## config.mk

```make
export PLATFORM = sky130hd
export DESIGN_NAME = substring_match_scanner_unit
export DESIGN_NICKNAME = d
export VERILOG_FILES = /design/src/sv/smss_pkg.sv /design/src/sv/smss_cell.sv /design/src/sv/substring_match_scanner_unit.sv
export SDC_FILE = /design/constraint.sdc
export NUM_CORES = 2
export LEC_CHECK = 0
export BUFFER_PORTS_ARGS = -buffer_cell sky130_fd_sc_hd__buf_2
export CAP_MARGIN = 20
export CORE_MARGIN = 4
export CORE_UTILIZATION = 55
export CTS_BUF_LIST = sky130_fd_sc_hd__clkbuf_8 sky130_fd_sc_hd__clkbuf_16
export DETAILED_ROUTE_END_ITERATION = 8
export PLACE_DENSITY = 0.82
export SYNTH_ARGS = -nofsm -noshare
export SYNTH_HDL_FRONTEND = slang
export SYNTH_SLANG_ARGS = --single-unit
```

## constraint.sdc

```tcl
create_clock -name clk -period 8.1 [get_ports clk]
set_input_delay 2.43 -clock clk [delete_from_list [all_inputs] [get_ports clk]]
set_output_delay 2.43 -clock clk [all_outputs]
set_load 0.05 [all_outputs]
```

## src/sv/smss_pkg.sv

```systemverilog
// shared types, constants and the case folding function of the substring match scanner
// no dependencies
package smss_pkg;

    localparam int PATTERN_MAX   = 128;
    localparam int POSITION_BITS = 16;
    localparam int LEN_W         = $clog2(PATTERN_MAX + 1);
    localparam int START_W       = 16;
    localparam int SUM_W         = ((POSITION_BITS > START_W) ? POSITION_BITS : START_W) + 1;

    localparam int IN_TDATA_W  = 8;
    localparam int IN_TUSER_W  = 2;
    localparam int OUT_TDATA_W = 16;
    localparam int OUT_TUSER_W = 2;

    typedef enum logic [1:0] {
        CMD_CLEAR  = 2'd0,
        CMD_APPEND = 2'd1,
        CMD_TEXT   = 2'd2
    } cmd_t;

    // control broadcast along the cell row
    typedef struct packed {
        logic       clear;
        logic       append;
        logic       text;
        logic       exact;
        logic [7:0] data;
        logic [7:0] text_cmp;
    } smss_ctl_t;

    // lower case folding for the ansi code page
    function automatic logic [7:0] fold_lower(input logic [7:0] c);
        logic [7:0] r;
        r = c;
        if (c >= 8'h41 && c <= 8'h5A)
            r = c + 8'h20;
        else if (c >= 8'hC0 && c <= 8'hDE && c != 8'hD7)
            r = c + 8'h20;
        else if (c == 8'h8A || c == 8'h8C || c == 8'h8E)
            r = c + 8'h10;
        else if (c == 8'h9F)
            r = 8'hFF;
        return r;
    endfunction

endpackage

```

## src/sv/smss_cell.sv

```systemverilog
// one cell of the shift-and row: a pattern byte, an active flag and a prefix bit
// depends on smss_pkg
module smss_cell (
    input  logic               clk,
    input  logic               rst_n,
    input  smss_pkg::smss_ctl_t ctl,
    input  logic               prev_bit,
    input  logic               prev_active,
    input  logic               next_active,
    output logic               bit_q,
    output logic               active_q,
    output logic               hit
);
    import smss_pkg::*;

    logic [7:0] byte_reg;
    logic       active_reg;
    logic       active_next;
    logic       bit_reg;
    logic       bit_next;
    logic       sel;
    logic       eq;
    logic [7:0] pat_cmp;

    // the first inactive cell takes the next appended byte
    assign sel     = prev_active && !active_reg;
    assign pat_cmp = ctl.exact ? byte_reg : fold_lower(byte_reg);
    assign eq      = (pat_cmp == ctl.text_cmp);

    always_comb
    begin
        active_next = active_reg;
        bit_next    = bit_reg;
        if (ctl.clear)
        begin
            active_next = 1'b0;
            bit_next    = 1'b0;
        end
        else if (ctl.append && sel)
        begin
            active_next = 1'b1;
        end
        else if (ctl.text && active_reg)
        begin
            bit_next = prev_bit && eq;
        end
    end

    always_ff @(posedge clk or negedge rst_n)
    begin
        if (!rst_n)
        begin
            active_reg <= 1'b0;
            bit_reg    <= 1'b0;
        end
        else
        begin
            active_reg <= active_next;
            bit_reg    <= bit_next;
        end
    end

    always_ff @(posedge clk)
    begin
        if (ctl.append && sel)
            byte_reg <= ctl.data;
    end

    // last active cell reports a full match
    assign hit      = ctl.text && active_reg && !next_active && bit_next;
    assign bit_q    = bit_reg;
    assign active_q = active_reg;

endmodule

```

## src/sv/substring_match_scanner_unit.sv

```systemverilog
// substring match scanner: command decode, position counter, cell row and output register
// depends on smss_pkg and smss_cell
//
// usage
//   input stream: s_tuser carries the command (clear, append pattern byte, text byte),
//   s_tdata the byte. every accepted input transfer yields exactly one result transfer.
//   result stream: m_tdata holds the match start position, m_tuser the match flag and
//   the pattern-full flag. match start is zero unless a match is flagged.
//   cfg channel: one write sets case_sensitive (1 exact, 0 fold to lower case);
//   cfg_ready is always high, write only while no result is pending.
//   timing: the result is registered and appears in the cycle after the input transfer.
//   throughput: one item per cycle while the result stream is not stalled; every cell of the row
//   compares its pattern byte with the text byte in the accept cycle and shifts its prefix bit to its neighbor.
//   stall: s_tready is high while the output register is empty or is being taken, so
//   a stalled receiver holds the result and the input waits, nothing is lost.
//   reset: pattern length, prefix bits, position and mode clear at once; no clearing
//   pass, pattern bytes are only read once written.
module substring_match_scanner_unit (
    input  logic                                 clk,
    input  logic                                 rst_n,
    input  logic                                 s_tvalid,
    output logic                                 s_tready,
    input  logic [smss_pkg::IN_TDATA_W-1:0]      s_tdata,   // [7:0] data_byte
    input  logic [smss_pkg::IN_TUSER_W-1:0]      s_tuser,   // [1:0] command
    output logic                                 m_tvalid,
    input  logic                                 m_tready,
    output logic [smss_pkg::OUT_TDATA_W-1:0]     m_tdata,   // [15:0] match_start
    output logic [smss_pkg::OUT_TUSER_W-1:0]     m_tuser,   // [0] match_found, [1] pattern_full
    input  logic                                 cfg_valid,
    output logic                                 cfg_ready,
    input  logic                                 cfg_data
);
    import smss_pkg::*;

    logic                      exact_reg;
    logic [LEN_W-1:0]          len_reg;
    logic [LEN_W-1:0]          len_next;
    logic [POSITION_BITS-1:0]  pos_reg;
    logic [POSITION_BITS-1:0]  pos_next;

    logic                      out_valid_reg;
    logic                      found_reg;
    logic                      found_next;
    logic                      full_reg;
    logic                      full_next;
    logic [START_W-1:0]        start_reg;
    logic [START_W-1:0]        start_next;

    logic                      accept;
    logic                      full;
    smss_ctl_t                 ctl;
    logic [SUM_W-1:0]          pos_plus;
    logic [SUM_W-1:0]          start_wide;
    logic                      match;

    logic [PATTERN_MAX-1:0]    bit_w;
    logic [PATTERN_MAX-1:0]    active_w;
    logic [PATTERN_MAX-1:0]    hit_w;

    assign s_tready  = !out_valid_reg || m_tready;
    assign accept    = s_tvalid && s_tready;
    assign cfg_ready = 1'b1;
    assign full      = (len_reg == LEN_W'(PATTERN_MAX));

    always_comb
    begin
        ctl          = '0;
        ctl.exact    = exact_reg;
        ctl.data     = s_tdata;
        ctl.text_cmp = exact_reg ? s_tdata : fold_lower(s_tdata);
        if (accept)
        begin
            unique case (s_tuser)
                CMD_CLEAR:  ctl.clear  = 1'b1;
                CMD_APPEND: ctl.append = !full;
                CMD_TEXT:   ctl.text   = 1'b1;
                default:    ctl.clear  = 1'b0;
            endcase
        end
    end

    genvar gi;
    generate
        for (gi = 0; gi < PATTERN_MAX; gi++)
        begin : g_cell
            logic prev_bit;
            logic prev_active;
            logic next_active;
            if (gi == 0)
            begin : g_first
                assign prev_bit    = 1'b1;
                assign prev_active = 1'b1;
            end
            else
            begin : g_mid
                assign prev_bit    = bit_w[gi-1];
                assign prev_active = active_w[gi-1];
            end
            if (gi == PATTERN_MAX - 1)
            begin : g_last
                assign next_active = 1'b0;
            end
            else
            begin : g_inner
                assign next_active = active_w[gi+1];
            end
            smss_cell u_cell (
                .clk         (clk),
                .rst_n       (rst_n),
                .ctl         (ctl),
                .prev_bit    (prev_bit),
                .prev_active (prev_active),
                .next_active (next_active),
                .bit_q       (bit_w[gi]),
                .active_q    (active_w[gi]),
                .hit         (hit_w[gi])
            );
        end
    endgenerate

    assign match    = |hit_w;
    assign pos_plus = SUM_W'(pos_reg) + SUM_W'(1);

    always_comb
    begin
        if (pos_plus >= SUM_W'(len_reg))
            start_wide = pos_plus - SUM_W'(len_reg);
        else
            start_wide = '0;
    end

    always_comb
    begin
        len_next   = len_reg;
        pos_next   = pos_reg;
        found_next = 1'b0;
        full_next  = 1'b0;
        start_next = '0;
        if (ctl.clear)
        begin
            len_next = '0;
            pos_next = '0;
        end
        else if (ctl.append)
        begin
            len_next = len_reg + LEN_W'(1);
        end
        else if (ctl.text)
        begin
            found_next = match;
            if (match)
                start_next = start_wide[START_W-1:0];
            if (pos_reg != {POSITION_BITS{1'b1}})
                pos_next = pos_reg + POSITION_BITS'(1);
        end
        // dropped append reports the full store
        if (accept && s_tuser == CMD_APPEND && full)
            full_next = 1'b1;
    end

    always_ff @(posedge clk or negedge rst_n)
    begin
        if (!rst_n)
        begin
            exact_reg     <= 1'b0;
            len_reg       <= '0;
            pos_reg       <= '0;
            out_valid_reg <= 1'b0;
        end
        else
        begin
            if (cfg_valid && cfg_ready)
                exact_reg <= cfg_data;
            len_reg <= len_next;
            pos_reg <= pos_next;
            if (accept)
                out_valid_reg <= 1'b1;
            else if (m_tready)
                out_valid_reg <= 1'b0;
        end
    end

    always_ff @(posedge clk)
    begin
        if (accept)
        begin
            found_reg <= found_next;
            full_reg  <= full_next;
            start_reg <= start_next;
        end
    end

    assign m_tvalid = out_valid_reg;
    assign m_tdata  = start_reg;
    assign m_tuser  = {full_reg, found_reg};

endmodule

```

==> out/qor.yml <==
synthesis:
  syn-num-nets: 11696
  synthesis.instances: 10894
  synth_top_area_share_pct: 30.9
  synth_edf_count: 1042
  synth.area.top_cells: "edfxtp_1 31%, ha_1 9.7%, dfrtp_1 6.9%, xnor2_1 5.0%, xor2_1 4.0%"
  synth_ff_type: "edfxtp_1"
  yosysTopAreaCell: "edfxtp_1"
  yosysSeqAreaShare_pct: 37.8
  synth_cell_types: 93
  syn_area_per_cell_um2: 9.30
  yosysMostFrequentCell: "edfxtp_1"
  async_flop_share_pct: 21.2
  syn-cell-area_um2: 101000
  synth_warnings: 0
  ys_ff_latch: 1323
  synthTopCellsByCount: "1,042 x edfxtp_1, 785 x ha_1, 757 x nor2_1"
critical_path:
  crit_path_cell_trace: "buf_6, inv_1, ha_1, nor4bb_1, a22oi_1, a211o_1, nand4_1, and2_4, buf_4, xor2_1, nor4_1, a32o_1, nor4_1, and4_1, nand4_1, nor4_4, buf_4, nor2_1"
  r2r_start: "exact_reg"
  worstSetupStartpointType: "primary input"
  slowest_stage: "nor4_4"
  cpLargestDelayFamily: "simple AND/OR/NAND/NOR gates"
  worst_setup_path_end_kind: "register"
  worstPathRequired_ns: 8.65
  reg2reg_depth: 16
  cp_max_fo: 14
  cpPeakStageDelay_ns: 0.72
  crit_type: "primary input to register"
  path_buf_inv: 4
  r2r_slack_ns: 2.06
  cp.arrival_ns: 7.80
  critical_path_depth: 18
  r2r_end: "m_tdata[12]"
route:
  drt_wl_total_mm: 323
  dr.first_iter.drc_count: 11362
  ant_nets: 0
  wl_per_cell_um: 24.2
  dr.pass1.iters: 9
  vias: 90464
  remaining_drc_errors: 4
  vias_per_cell: 6.80
finish:
  drive_gt1_share_pct: 5.98
  fillCellCount: 15117
  nets: 11509
  design_area_um2: 110000
  postLayoutCoreUtil_pct: 59.9
  largest_reg_flops: 1024
  area_delta_synth_final_pct: 8.14
place:
  dp_slack_ns: 0.116
  gp_congestion: 0.981
  hpwl_mm: 222
  numPortBuffers: 35
  place_area_um2: 104000
sta:
  drv_slew: 0
  setup_tns_ns: 0
  setup_violations: 0
  relSlewSlack_pct: 17.0
  final_hold_viol_count: 0
  worstMarginPinSlew_ns: 1.23
  min_period_over_period_pct: 89.5
  rsz0062_at_grt: "no"
  fin_skew_ns: 0.0383
  min_period_ns: 7.25
  clock.fmax_ghz: 0.138
  finalWorstSetupSlack_ns: 0.852
power_and_ir_drop:
  pwr-share-seq_pct: 45.7
  p_switching_mw: 5.16
  clkPwrFrac_pct: 40.7
  switching_share_pct: 28.8
  combPwrFrac_pct: 13.6
  p_leak_nw: 40.8
  power_density_nw_per_um2: 163
  vdd_drop_max_uv: 239
  intPower_mw: 12.8
grt:
  use_met2_pct: 50.5
  grt_pass1_wl_mm: 493
  grt_usage_pct: 32.3
  grt_util_met3_pct: 6.37
  antenna_found_initial: 17
  met1_usage_pct: 42.1
  top_usage_layer: "met2"
  grt_remaining_overflow: 0
  grt_start_max_net_pins: 121
  grt_pass1_vias: 84994
die:
  fp.dieH_um: 437
  coreArea_um2: 183000
  ios: 37
  die_width_um: 437
  fp-row-count: 157
  dieArea_um2: 191000
  start_util_pct: 55.4
clocking:
  post_cts.resized_instances: 0
  cts.clk_slew.worst_paths_ns: 0.06
  cts_buffer_depth: 3
  root_buffer: "clkbuf_16"
  cts_sinks: 1323
  tritoncts: "built"
  h-tree-depth: 4
  post_cts_buffers: 0
  cts_buffers: 154
  hold_buffers: 0
  clkLatencyLatePin_ns: 0.83
run:
  maxCapViolCount: 0
hold_path:
  hp-start: "g_cell[38].u_cell.bit_q"
  hold_end: "g_cell[38].u_cell.bit_q"
  min_path_cells: 1
  min_path_type: "register to register"
outcome:
  failed_checks: "DRC"
  status: "complete, but fails checks"
cell type report:
| cell class | count | area (µm²) | area share (%) |
|---|---|---|---|
| tap | 2464 | 3080 | 2.81 |
| sequential | 1323 | 38300 | 35.0 |
| clock buffer | 169 | 4120 | 3.76 |
| timing repair buffer | 232 | 2160 | 1.97 |
| multi-input combinational | 8346 | 58300 | 53.2 |
| clock inverter | 121 | 1180 | 1.08 |
| antenna | 4 | 10.0 | 0.00913 |
| inverter | 650 | 2450 | 2.23 |
cells in the final DEF (no fill, tap or decap), types with 44 or more instances in the layout:
master | netlist | layout
a2111oi_0 | 45 | 45
a211oi_1 | 85 | 85
a21o_1 | 59 | 59
a21oi_1 | 640 | 639
a22oi_1 | 44 | 44
a31oi_1 | 181 | 181
a41oi_1 | 49 | 49
and3_1 | 106 | 106
and4_1 | 89 | 89
buf_4 | 27 | 159
clkbuf_16 | 0 | 159
dfrtp_1 | 281 | 280
edfxtp_1 | 1042 | 1042
ha_1 | 785 | 785
inv_1 | 647 | 687
mux2i_1 | 64 | 64
nand2_1 | 695 | 693
nand2b_1 | 90 | 88
nand3_1 | 360 | 360
nand3b_1 | 68 | 68
nand4_1 | 324 | 324
nor2_1 | 757 | 755
nor2b_1 | 155 | 155
nor3_1 | 320 | 319
nor3b_1 | 73 | 73
nor4_1 | 262 | 262
o211a_1 | 52 | 52
o211ai_1 | 166 | 166
o21ai_0 | 480 | 480
o22ai_1 | 95 | 95
o31ai_1 | 60 | 60
o32ai_1 | 53 | 53
o41ai_1 | 80 | 80
or2_2 | 66 | 66
or3_1 | 68 | 68
or4_1 | 66 | 66
xnor2_1 | 584 | 584
xor2_1 | 459 | 459
worst reg2reg max path: cells and delay by family, from the launching register on:
kind	cells	cell delay [ns]
AOI/OAI and AO/OA	3	0.83
xor gates and xnor gates	1	0.16
buffers and inverters	4	1.39
DFF	1	0.72
and+or+nand+nor	8	2.67
metal layers:
layer / vias to the layer above / share of wire, %
met3: 1124 / 10
met5: - / 0.032
met4: 16 / 6.4
met1: 43588 / 39
met2: 5185 / 44
li1: 40551 / -
cell families (layout without fill, tap and decap cells):
kind of cell | count (synthesis) | after routing | synth area share [%]
other cells | 1 | 5 | 0.00370
mux | 72 | 72 | 0.721
xor+xnor | 1043 | 1043 | 9.01
fa+ha+maj | 786 | 786 | 9.71
simple gates | 3745 | 3745 | 19.8
compound gates | 2699 | 2699 | 18.1
flops | 1323 | 1323 | 37.8
buf+inv | 1225 | 1172 | 4.78
stage by stage:
stage | power (mW) | cells | hold slack (ns)
floorplan | 9.65 | 10894 | 0.450
global placement | 10.6 | 13010 | 0.465
detailed placement | 10.7 | 13010 | 0.476
CTS | 17.9 | 13300 | 0.488
global route | 18.5 | 13306 | 0.513
finish | 17.9 | 13309 | 0.498
power groups by stage:
| stage | clock network (mW) | registers [mW] | logic [mW] |
|---|---|---|---|
| floorplan | 0 | 8.03 | 1.62 |
| global placement | 0 | 8.29 | 2.29 |
| finish | 7.29 | 8.19 | 2.43 |
| detailed placement | 0 | 8.30 | 2.35 |
| global route | 7.65 | 8.21 | 2.60 |
| CTS | 7.34 | 8.16 | 2.37 |
how the worst max path moves through the flow:
| stage | from | endpoint | slack [ns] |
|---|---|---|---|
| floorplan | s_tdata[5] | m_tdata[12] | 1.51 |
| global placement | s_tdata[5] | m_tdata[12] | 0.16 |
| detailed placement | s_tdata[5] | m_tdata[12] | 0.12 |
| CTS | s_tdata[5] | m_tdata[12] | 0.97 |
| global route | s_tdata[5] | m_tdata[4] | 0.67 |
| finish | s_tdata[5] | m_tdata[12] | 0.85 |
Power figures use the tool's default switching activity.
